[src/hdl/assert_macros.svh]
// assertion macros shared by the natural log series block
`ifndef ASSERT_MACROS_SVH
`define ASSERT_MACROS_SVH
`ifndef NO_ASSERTIONS
// concurrent check on clk_i, off while rst_ni is low
`define NLS_ASSERT(lbl, prop, msg) \
  lbl: assert property (@(posedge clk_i) disable iff (!rst_ni) (prop)) else $error(msg);
// concurrent check on clk_i, also active during reset
`define NLS_ASSERT_NR(lbl, prop, msg) \
  lbl: assert property (@(posedge clk_i) (prop)) else $error(msg);
`else
`define NLS_ASSERT(lbl, prop, msg)
`define NLS_ASSERT_NR(lbl, prop, msg)
`endif
`endif

[src/hdl/nls_pkg.sv]
// types and constants for the natural log series block
`default_nettype none
package nls_pkg;

  // number format
  localparam int FracBits = 30;
  localparam int OutShift = 4;
  localparam int XW       = 32;
  localparam int EpsW     = 31;
  localparam int TermsW   = 16;
  localparam int LogW     = 32;
  localparam int PW       = FracBits + 1;
  localparam int ProdW    = 2 * PW;
  localparam int SumW     = PW + TermsW + 2;
  localparam int CmpW     = (PW > EpsW) ? PW : EpsW;
  localparam int DivCntW  = $clog2(PW);

  localparam logic [EpsW-1:0]   EpsReset      = EpsW'(1074);
  localparam logic [TermsW-1:0] MaxTermsReset = TermsW'(4096);

  // result status codes
  typedef enum logic [1:0] {
    STATUS_OK     = 2'd0,
    STATUS_DOMAIN = 2'd1,
    STATUS_RANGE  = 2'd2,
    STATUS_CAP    = 2'd3
  } nls_status_e;

  // register indexes
  typedef enum logic {
    CFG_EPSILON   = 1'b0,
    CFG_MAX_TERMS = 1'b1
  } nls_cfg_e;

  // controller to datapath
  typedef struct packed {
    logic load;
    logic div_init;
    logic div_step;
    logic acc;
    logic mul;
    logic next_term;
    logic emit;
  } nls_cmd_t;

  // datapath to controller
  typedef struct packed {
    logic bad_arg;
    logic div_last;
    logic small_term;
    logic cap_hit;
  } nls_sts_t;

endpackage
`default_nettype wire

[src/hdl/nls_ctrl.sv]
// sequencer for the series: argument check, divide, accumulate, next power
`default_nettype none
`include "assert_macros.svh"
module nls_ctrl (
  input  wire logic              clk_i,
  input  wire logic              rst_ni,
  input  wire logic              in_valid_i,
  input  wire logic              out_free_i,
  input  wire nls_pkg::nls_sts_t sts_i,
  output nls_pkg::nls_cmd_t      cmd_o,
  output logic                   idle_o
);
  import nls_pkg::*;

  typedef enum logic [6:0] {
    ST_IDLE   = 7'b0000001,
    ST_INIT   = 7'b0000010,
    ST_DIV    = 7'b0000100,
    ST_ACC    = 7'b0001000,
    ST_MUL    = 7'b0010000,
    ST_NEXT   = 7'b0100000,
    ST_FINISH = 7'b1000000
  } state_e;

  state_e state_q, state_d;

  // next state and commands
  always_comb begin
    state_d = state_q;
    cmd_o   = '0;
    idle_o  = 1'b0;
    case (state_q)
      ST_IDLE: begin
        idle_o = 1'b1;
        if (in_valid_i) begin
          cmd_o.load = 1'b1;
          state_d    = ST_INIT;
        end
      end
      ST_INIT: begin
        if (sts_i.bad_arg) begin
          state_d = ST_FINISH;
        end else begin
          cmd_o.div_init = 1'b1;
          state_d        = ST_DIV;
        end
      end
      ST_DIV: begin
        cmd_o.div_step = 1'b1;
        if (sts_i.div_last) begin
          state_d = ST_ACC;
        end
      end
      ST_ACC: begin
        cmd_o.acc = 1'b1;
        if (sts_i.small_term || sts_i.cap_hit) begin
          state_d = ST_FINISH;
        end else begin
          state_d = ST_MUL;
        end
      end
      ST_MUL: begin
        cmd_o.mul = 1'b1;
        state_d   = ST_NEXT;
      end
      ST_NEXT: begin
        cmd_o.next_term = 1'b1;
        state_d         = ST_INIT;
      end
      ST_FINISH: begin
        if (out_free_i) begin
          cmd_o.emit = 1'b1;
          state_d    = ST_IDLE;
        end
      end
      default: begin
        state_d = ST_IDLE;
      end
    endcase
  end

  // state register
  always_ff @(posedge clk_i or negedge rst_ni) begin
    if (!rst_ni) begin
      state_q <= ST_IDLE;
    end else begin
      state_q <= state_d;
    end
  end

  `NLS_ASSERT(a_div_to_acc, cmd_o.div_step && sts_i.div_last |=> state_q == ST_ACC, "divide did not hand over to accumulate")
  `NLS_ASSERT(a_emit_free, cmd_o.emit |-> out_free_i, "result emitted over a held beat")
  `NLS_ASSERT(a_load_init, cmd_o.load |=> state_q == ST_INIT, "load not followed by argument check")

endmodule
`default_nettype wire

[src/hdl/nls_dp.sv]
// datapath: power register, multiplier, radix-2 divider, sum and output rounding
`default_nettype none
`include "assert_macros.svh"
module nls_dp (
  input  wire logic                        clk_i,
  input  wire logic                        rst_ni,
  input  wire nls_pkg::nls_cmd_t           cmd_i,
  input  wire logic [nls_pkg::XW-1:0]      x_value_i,
  input  wire logic [nls_pkg::EpsW-1:0]    epsilon_i,
  input  wire logic [nls_pkg::TermsW-1:0]  max_terms_i,
  output nls_pkg::nls_sts_t                sts_o,
  output logic [nls_pkg::LogW-1:0]         log_value_o,
  output nls_pkg::nls_status_e             status_o,
  output logic [nls_pkg::TermsW-1:0]       terms_used_o
);
  import nls_pkg::*;

  localparam logic [XW-1:0]   OneX   = XW'(1) << FracBits;
  localparam logic [XW-1:0]   TwoX   = XW'(1) << (FracBits + 1);
  localparam logic [SumW-1:0] Half   = SumW'(1) << (OutShift - 1);
  localparam logic [SumW-1:0] MaxNeg = SumW'(1) << (LogW - 1);
  localparam logic [SumW-1:0] MaxPos = MaxNeg - SumW'(1);

  logic                yneg_q, bad_q;
  logic [PW-1:0]       a_q, p_q, div_q;
  logic [TermsW-1:0]   k_q, rem_q;
  logic [DivCntW-1:0]  cnt_q;
  logic [ProdW-1:0]    prod_q;
  logic [SumW-1:0]     sum_q;
  nls_status_e         status_q;

  // argument decode
  logic          x_zero, x_over, x_below;
  logic [XW-1:0] a_full;
  assign x_zero  = (x_value_i == '0);
  assign x_over  = (x_value_i > TwoX);
  assign x_below = (x_value_i < OneX);
  assign a_full  = x_below ? (OneX - x_value_i) : (x_value_i - OneX);

  // one restoring divide step
  logic [TermsW:0] rem_sh, rem_diff;
  logic            rem_ge;
  assign rem_sh   = {rem_q, div_q[PW-1]};
  assign rem_diff = rem_sh - {1'b0, k_q};
  assign rem_ge   = (rem_sh >= {1'b0, k_q});

  // stop tests on the finished quotient and the term index, and the term sign
  logic [TermsW-1:0] cap;
  logic              minus;
  assign cap   = (max_terms_i == '0) ? TermsW'(1) : max_terms_i;
  assign minus = yneg_q || !k_q[0];

  assign sts_o.bad_arg    = bad_q;
  assign sts_o.div_last   = (cnt_q == DivCntW'(PW - 1));
  assign sts_o.small_term = (CmpW'(div_q) <= CmpW'(epsilon_i));
  assign sts_o.cap_hit    = (k_q >= cap);

  // datapath registers
  always_ff @(posedge clk_i) begin
    if (cmd_i.load) begin
      yneg_q <= x_below;
      bad_q  <= x_zero || x_over;
      a_q    <= a_full[PW-1:0];
      p_q    <= a_full[PW-1:0];
      sum_q  <= '0;
      k_q    <= (x_zero || x_over) ? '0 : TermsW'(1);
      if (x_zero) begin
        status_q <= STATUS_DOMAIN;
      end else if (x_over) begin
        status_q <= STATUS_RANGE;
      end else begin
        status_q <= STATUS_OK;
      end
    end
    if (cmd_i.div_init) begin
      div_q <= p_q;
      rem_q <= '0;
      cnt_q <= '0;
    end
    if (cmd_i.div_step) begin
      rem_q <= rem_ge ? rem_diff[TermsW-1:0] : rem_sh[TermsW-1:0];
      div_q <= {div_q[PW-2:0], rem_ge};
      cnt_q <= cnt_q + 1'b1;
    end
    if (cmd_i.acc) begin
      sum_q    <= minus ? (sum_q - SumW'(div_q)) : (sum_q + SumW'(div_q));
      status_q <= sts_o.small_term ? STATUS_OK : STATUS_CAP;
    end
    if (cmd_i.mul) begin
      prod_q <= {{PW{1'b0}}, p_q} * {{PW{1'b0}}, a_q};
    end
    if (cmd_i.next_term) begin
      p_q <= prod_q[FracBits +: PW];
      k_q <= k_q + 1'b1;
    end
  end

  // round to nearest, halves away from zero, then saturate
  logic            sum_neg;
  logic [SumW-1:0] mag, rnd, sat;
  assign sum_neg = sum_q[SumW-1];
  assign mag     = sum_neg ? (SumW'(0) - sum_q) : sum_q;
  assign rnd     = (mag + Half) >> OutShift;
  always_comb begin
    if (sum_neg) begin
      sat = (rnd > MaxNeg) ? MaxNeg : rnd;
    end else begin
      sat = (rnd > MaxPos) ? MaxPos : rnd;
    end
  end
  assign log_value_o  = sum_neg ? LogW'(SumW'(0) - sat) : LogW'(sat);
  assign status_o     = status_q;
  assign terms_used_o = k_q;

  `NLS_ASSERT(a_div_k_nonzero, cmd_i.div_step |-> k_q != '0, "divide by a zero term index")
  `NLS_ASSERT(a_term_count, cmd_i.next_term |=> k_q == $past(k_q) + 1'b1, "term index did not advance")

endmodule
`default_nettype wire

[src/hdl/natural_log_series.sv]
// top level of the natural log series block: config registers and output register
//
// ln(x) by the alternating series in y = x - 1, x in unsigned Q2.30, result in
// signed Q6.26 with a status code and the number of terms summed.
// Input channel: in_valid_i / in_stall_o with x_value_i; a beat is taken when
// valid is high and stall is low. Stall is high while an item is being worked.
// Output channel: out_valid_o / out_stall_i with log_value_o, status_o and
// terms_used_o, held in an output register that is free again once taken.
// Each term runs a one-bit-per-cycle divide of the power by the term index,
// then accumulate, multiply, power update and restart. An x of zero or
// above two is answered after the argument check, without summing.
// A new item is taken while a finished result waits; the block only holds in
// its finish step if the output register is still occupied and stalled.
// Config writes (cfg_we_i, cfg_index_i, cfg_data_i) belong in idle time.
// Reset returns to idle, empties the output register and restores epsilon
// to 1074 and max_terms to 4096.
`default_nettype none
`include "assert_macros.svh"
module natural_log_series (
  input  wire logic                        clk_i,
  input  wire logic                        rst_ni,
  input  wire logic                        cfg_we_i,
  input  wire logic                        cfg_index_i,
  input  wire logic [nls_pkg::EpsW-1:0]    cfg_data_i,
  input  wire logic                        in_valid_i,
  output logic                             in_stall_o,
  input  wire logic [nls_pkg::XW-1:0]      x_value_i,
  output logic                             out_valid_o,
  input  wire logic                        out_stall_i,
  output logic [nls_pkg::LogW-1:0]         log_value_o,
  output logic [1:0]                       status_o,
  output logic [nls_pkg::TermsW-1:0]       terms_used_o
);
  import nls_pkg::*;

  logic [EpsW-1:0]   epsilon_q;
  logic [TermsW-1:0] max_terms_q;
  logic              out_valid_q;
  logic [LogW-1:0]   log_value_q;
  nls_status_e       status_q;
  logic [TermsW-1:0] terms_used_q;

  nls_cmd_t          cmd;
  nls_sts_t          sts;
  logic              idle, out_free;
  logic [LogW-1:0]   dp_log;
  nls_status_e       dp_status;
  logic [TermsW-1:0] dp_terms;

  assign out_free   = !out_valid_q || !out_stall_i;
  assign in_stall_o = !idle;

  // configuration registers
  always_ff @(posedge clk_i or negedge rst_ni) begin
    if (!rst_ni) begin
      epsilon_q   <= EpsReset;
      max_terms_q <= MaxTermsReset;
    end else if (cfg_we_i) begin
      case (nls_cfg_e'(cfg_index_i))
        CFG_EPSILON:   epsilon_q   <= cfg_data_i;
        CFG_MAX_TERMS: max_terms_q <= cfg_data_i[TermsW-1:0];
        default: begin
        end
      endcase
    end
  end

  nls_ctrl u_ctrl (
    .clk_i      (clk_i),
    .rst_ni     (rst_ni),
    .in_valid_i (in_valid_i),
    .out_free_i (out_free),
    .sts_i      (sts),
    .cmd_o      (cmd),
    .idle_o     (idle)
  );

  nls_dp u_dp (
    .clk_i        (clk_i),
    .rst_ni       (rst_ni),
    .cmd_i        (cmd),
    .x_value_i    (x_value_i),
    .epsilon_i    (epsilon_q),
    .max_terms_i  (max_terms_q),
    .sts_o        (sts),
    .log_value_o  (dp_log),
    .status_o     (dp_status),
    .terms_used_o (dp_terms)
  );

  // output beat valid
  always_ff @(posedge clk_i or negedge rst_ni) begin
    if (!rst_ni) begin
      out_valid_q <= 1'b0;
    end else if (cmd.emit) begin
      out_valid_q <= 1'b1;
    end else if (!out_stall_i) begin
      out_valid_q <= 1'b0;
    end
  end

  // output beat payload
  always_ff @(posedge clk_i) begin
    if (cmd.emit) begin
      log_value_q  <= dp_log;
      status_q     <= dp_status;
      terms_used_q <= dp_terms;
    end
  end

  assign out_valid_o  = out_valid_q;
  assign log_value_o  = log_value_q;
  assign status_o     = status_q;
  assign terms_used_o = terms_used_q;

  `NLS_ASSERT(a_busy_after_take, in_valid_i && !in_stall_o |=> in_stall_o, "second beat taken while busy")

endmodule
`default_nettype wire

[config.mk]
export PLATFORM = sky130hd
export DESIGN_NAME = natural_log_series
export DESIGN_NICKNAME = d
export VERILOG_FILES = /design/src/hdl/nls_pkg.sv /design/src/hdl/nls_ctrl.sv /design/src/hdl/nls_dp.sv /design/src/hdl/natural_log_series.sv
export VERILOG_INCLUDE_DIRS = /design/src /design/src/hdl
export SDC_FILE = /design/constraint.sdc
export NUM_CORES = 2
export LEC_CHECK = 0
export BUFFER_PORTS_ARGS = -buffer_cell sky130_fd_sc_hd__buf_2
export CORE_UTILIZATION = 60
export CTS_BUF_LIST = sky130_fd_sc_hd__clkbuf_2
export DETAILED_ROUTE_END_ITERATION = 16
export GPL_ROUTABILITY_DRIVEN = 0
export PLACE_DENSITY_LB_ADDON = 0.25
export SLEW_MARGIN = 30
export SYNTH_ARGS = -nofsm -noshare
export SYNTH_HDL_FRONTEND = slang
export SYNTH_SLANG_ARGS = --single-unit
[constraint.sdc]
create_clock -name clk_i -period 8.38 [get_ports clk_i]
set_clock_uncertainty 0.05 [all_clocks]
set_input_delay 0.419 -clock clk_i [delete_from_list [all_inputs] [get_ports clk_i]]
set_output_delay 0.419 -clock clk_i [all_outputs]
set_load 0.02 [all_outputs]
# Word level (Yosys, flattened, before mapping)
# Cells that the tools add are included.
# classes
multipliers	1
eq_ne	12
n_addsub	10
n_reduce_logical	16
magnitude_cmp	7
mux	46
shift	0
bitwise	1
div_mod_pow	0
# op_table
operator	n
$mux 49	4
$mux 31	5
$mux 32	4
$mux 16	6
$mul 31x31->61	1
$add 49x31->49	1
$add 49x4->49 const B	1
$pmux 7 s7	1
$sub 1x49->49 const A	1
$sub 49x31->49	1
$gt 45x31->1 const B	1
$gt 45x32->1 const B	1
$mux 7	5
$gt 32x32->1 const B	1
$logic_not 32->1	1
$lt 32x31->1 const B	1
$sub 1x32->32 const A	1
$le 31x31->1	1
$sub 31x31->31 const A	1
$sub 31x31->31 const B	1
$ge 17x16->1	1
$add 16x1->16 const B	1
$ge 16x16->1	1
$logic_not 16->1	1
other kinds (21)	50
# totals
latchBits	0
mem_bits_rw	0
output_inout_bits	52
input_bits	69
rom_bits	0
memories	0
regBits	349

# Logic depth before layout (Yosys ltp)
# logic_depth
ltp_word	8
ltp_mapped	35

# Cells and area by module
# Synthesis repeated with hierarchy kept, for this count alone.
# unflattened
hier_cells	5468
area_unflattened_um2	51618.3
# by_module_without_submodules
module	area_each_um2	seq_area_each_um2	n_inst	cells_each
nls_dp	47845.9	6426.2	1	5259
natural_log_series	3300.7	2708.8	1	154
nls_ctrl	471.7	176.4	1	55

# Worst setup path before layout
# No wires, ideal clock.
# synth_timing
kind	register to register
start	register u_dp.a_q[21]
end	register u_dp.prod_q[60], data pin
slack_ns	-0.072
synth_period_minus_slack_ns	8.452
path_buffers	1
arrival_ns	8.142
path_stages_with_launch	33
path_cell_list	edfxtp_1 > clkbuf_1 > and2_1 > fa_1 > inv_1 > fa_1 > inv_1 > fa_1 > inv_1 > fa_1 > inv_1 > fa_1 > fa_1 > fa_1 > inv_1 > fa_1 > inv_1 > ha_1 > a21oi_1 > o211ai_1 > a221o_1 > a22o_1 > a211oi_1 > o21bai_1 > o31ai_1 > a31oi_1 > a41o_1 > a41oi_1 > nand3_1 > a31oi_1 > o21bai_1 > a21oi_1 > xnor2_1
# synth_via
elab_chain_len	1
# synth_lines
item	line	source
from (decl)	nls_dp.sv:25	logic [PW-1:0] a_q, p_q, div_q;
from (signal assigned)	nls_dp.sv:63	a_q <= a_full[PW-1:0];
$mul 31x31->61	nls_dp.sv:90	prod_q <= {{PW{1'b0}}, p_q} * {{PW{1'b0}}, a_q};
to (signal assigned)	nls_dp.sv:90	
to (decl)	nls_dp.sv:28	logic [ProdW-1:0] prod_q;
# No other way between the ends.
# A chain may end at the register's enable or synchronous reset.

# Final worst setup path
# layout_timing
start	register u_dp.a_q[6]
end	register u_dp.prod_q[52], data pin
# Same word-level chain as after synthesis.

==> flow_summary.json <==
{
  "synth_edf_count": 264,
  "cts_root_buffer": "sky130_fd_sc_hd__clkbuf_2",
  "clock-sinks": 319,
  "ys_dominant_reg_cell": "sky130_fd_sc_hd__edfxtp_1",
  "core_area_mm2": 0.0851,
  "crit_path_end_kind": "flip-flop",
  "synth_compound_gate_area_share": 0.0769,
  "antenna_found_initial": 9,
  "cts_htree_levels": 3,
  "detail_route.wirelength.met1_mm": 58.6,
  "grt_remaining_overflow": 0,
  "rsz0062_at_grt": "true",
  "clkTransAtPathRegs_ps": 130,
  "cpMostUsedCell": "sky130_fd_sc_hd__fa_1",
  "seq_area_frac_synth": 0.181,
  "fill_cells": 6316,
  "violations": "negative setup slack",
  "critical_path.startpoint_type": "flip-flop",
  "syn_avg_cell_area_um2": 9.30,
  "synthDominantCellAreaShare": 0.325,
  "final-hold-violation-count": 0,
  "drtPass1Iterations": 7,
  "synth_cell_types": 102,
  "routed_wl_mm": 153,
  "worstPathMaxFanout": 7,
  "netlist.top_cell.by_area": "sky130_fd_sc_hd__fa_1",
  "i_o_pin_count": 121,
  "syn_nets": 6813,
  "synthesis.instances": 5543,
  "worstHoldPathType": "input port to flip-flop",
  "first_global_vias": 44300,
  "finalSetupTns_ps": -2080,
  "slew_of_the_pin_with_the_lowest_slew_margin_ps": 885,
  "die_area_mm2": 0.0871,
  "die_w_um": 295,
  "dr_total_vias": 41800,
  "max-cap-violations": 0,
  "timing.final.setup_violations": 8,
  "routed.top_layer": "met5",
  "route.detailed.wl_per_inst_um": 21.2,
  "io_buffer_count": 120,
  "pin_count_of_the_biggest_net_entering_global_routing": 56,
  "hpwl_mm": 111,
  "fin_nets": 7269,
  "grt_usage": 0.364,
  "initialDrtViolationCount": 3521,
  "met3_wirelength_mm": 15.3,
  "worst_path_dominant_cell_family": "adder cells",
  "synth_top_cells_by_area": "sky130_fd_sc_hd__fa_1 (32%), sky130_fd_sc_hd__edfxtp_1 (15%), sky130_fd_sc_hd__ha_1 (8.8%), sky130_fd_sc_hd__inv_1 (7.3%), sky130_fd_sc_hd__and2_1 (6.4%)",
  "muxShareOfSynthArea": 0.0152,
  "remaining_drcs": 0,
  "layout.core_utilization": 0.697,
  "async_flop_share": 0.172,
  "worst_ep_required_time_ps": 9220,
  "finalCritPeriodShare": 1.04,
  "synth.most_common_cell": "sky130_fd_sc_hd__inv_1",
  "yosys.area_share.xor_xnor": 0.0377,
  "post_synth_instance_area_mm2": 0.0516,
  "fin_worst_hold_slack_ps": 63.8,
  "dieHeight_um": 295,
  "slew_viol_final": 0,
  "grt_pass1_wl_mm": 243,
  "run_status": "finished with violations",
  "floorplan.initialDensity": 0.606,
  "cts_buffer_depth": 3,
  "synth_fa_ha_area_frac": 0.413,
  "yosys_warnings": 0,
  "critical_path.n_buffers_inverters": 7,
  "final_period_minus_worst_setup_slack_ps": 8720,
  "tritoncts.num_buffers": 89,
  "seq_cells_post_synth": 319,
  "critical-path-slowest-cell": "sky130_fd_sc_hd__fa_2",
  "detailroute.wirelength.met2_mm": 71.5,
  "syn_to_final_growth_pct": 15.1,
  "timing.fmax_mhz": 115,
  "cp_slowest_stage_delay_ps": 620,
  "clk_latency_ps": 1250,
  "synth_simple_gate_area_frac": 0.183,
  "dominant_combinational_cell_family_by_area_after_synthesis": "adder cells",
  "worst_rel_slew_slack": 0.408,
  "timing.setup.critical_path_class": "flip-flop to flip-flop",
  "layout-drive-gt1-share": 0.153,
  "std_cell_rows": 107,
  "final.setup.worst_slack_ps": -345,
  "synth.top_cells.by_count": "sky130_fd_sc_hd__inv_1 (996), sky130_fd_sc_hd__fa_1 (837), sky130_fd_sc_hd__nand2_1 (705), sky130_fd_sc_hd__and2_1 (527), sky130_fd_sc_hd__ha_1 (364)",
  "detail-route-antenna-nets": 0,
  "via_per_inst": 5.79,
  "cp.arrival_ps": 9570,
  "tritoncts_clock_tree": "yes"
}
placed cells by master, fill, tap and decap left out, drive strengths merged, types with 9 or more instances in the layout:
master       instances
mux2                51
o21a                22
nor3                79
nand4               34
o41ai               11
dfrtp               49
or3                 26
clkinv              33
a31oi               27
xor2                86
nand2              705
and2               527
a21o                61
ha                 364
nor3b               13
nor2b               42
a22oi               14
nand3               56
xnor2              136
nor4                32
nand2b              36
o31ai               28
o211ai              12
a21oi              137
clkbuf             124
or4                 16
o21bai               9
a211oi              28
dlygate4sd3        170
mux2i               21
edfxtp             264
nor2               225
buf                467
fa                 837
or2                 13
a21boi              13
inv                998
o21ai              148
and3                25
what timing repair did:
| action | in CTS | in global routing |
|---|---|---|
| endpoints found under the hold margin | 237 | 0 |
| setup endpoints to repair | 16 | 17 |
| buffers inserted | 45 | 18 |
| gates resized for setup | 165 | 104 |
| hold buffers | 170 | 0 |
| pin swaps | 216 | 75 |
| gates cloned | 8 | 0 |
sequential cells by signal, summed over array words and instances, names as in the netlist:
name,cells
u_ctrl.state_q,7
max_terms_q,16
u_dp.cnt_q,5
u_dp.terms_used_o,16
u_dp.a_q,31
epsilon_q,31
log_value_o,32
u_dp.sum_q,49
u_dp.rem_q,16
u_dp.p_q,31
u_dp.div_q,31
out_valid_o,1
u_dp.yneg_q,1
u_dp.prod_q,31
u_dp.bad_q,1
u_dp.status_o,2
terms_used_o,16
status_o,2
path summary, 6_finish.rpt:
kind	from	end	slack, ps	cells after the start
min in group asynchronous	rst_ni	max_terms_q[11]	360	4
hold reg to reg	u_dp.status_o[1]	status_o[1]	420	0
setup / recovery	u_dp.a_q[6]	u_dp.prod_q[52]	-340	31
max in group asynchronous	rst_ni	epsilon_q[6]	7380	4
setup reg to reg	u_dp.a_q[6]	u_dp.prod_q[52]	-340	31
hold / removal	x_value_i[0]	u_dp.a_q[0]	60	2
through the flow:
stage                     cell area [µm²]  setup WS (ps)  instances
final                               59400           -345       7224
after global routing                59400           -589       7223
after CTS                           58900           -142       7202
after detailed placement            55100           -749       6816
after global placement              55100           -499       6814
after floorplan                     51600           6.40       5543
metal layers:
metal	up-vias	GRT usage
li1	18500	-
met1	20600	0.467
met2	2151	0.582
met3	569	0.0900
met4	6	0.164
met5	-	0.00610
area by class of cell:
type / count / area (µm²) / area share
Antenna cell: 7 / 17.5 / 0.000295
Tap cell: 1144 / 1430 / 0.0241
Clock buffer: 124 / 621 / 0.0105
Inverter: 997 / 3740 / 0.0630
Clock inverter: 41 / 318 / 0.00535
Multi-Input combinational cell: 3954 / 38300 / 0.646
Timing Repair Buffer: 638 / 5570 / 0.0939
Sequential cell: 319 / 9310 / 0.157
worst register-to-register path: cells and delay by family, from the launching register on:
family,cells,cell delay [ps]
AOI/OAI and AO/OA,12,2380
DFF,1,470
buffers and inverters,7,750
and+or+nand+nor,2,260
adders and majority gates,9,4430
xor gates and xnor gates,1,90
cell families (layout without fill, tap and decap cells):
family                   after synthesis  in the layout
AO/OA/AOI/OAI                        598            598
other                                  0              7
AND/OR/NAND/NOR                     1861           1861
adder cells (fa/ha/maj)             1201           1201
multiplexers                          72             72
XOR/XNOR                             222            222
buffers and inverters               1270           1800
flip-flops                           319            319
Power is not shown: default switching activity piles up to over one toggle a cycle in this logic, so the estimate is an artifact.
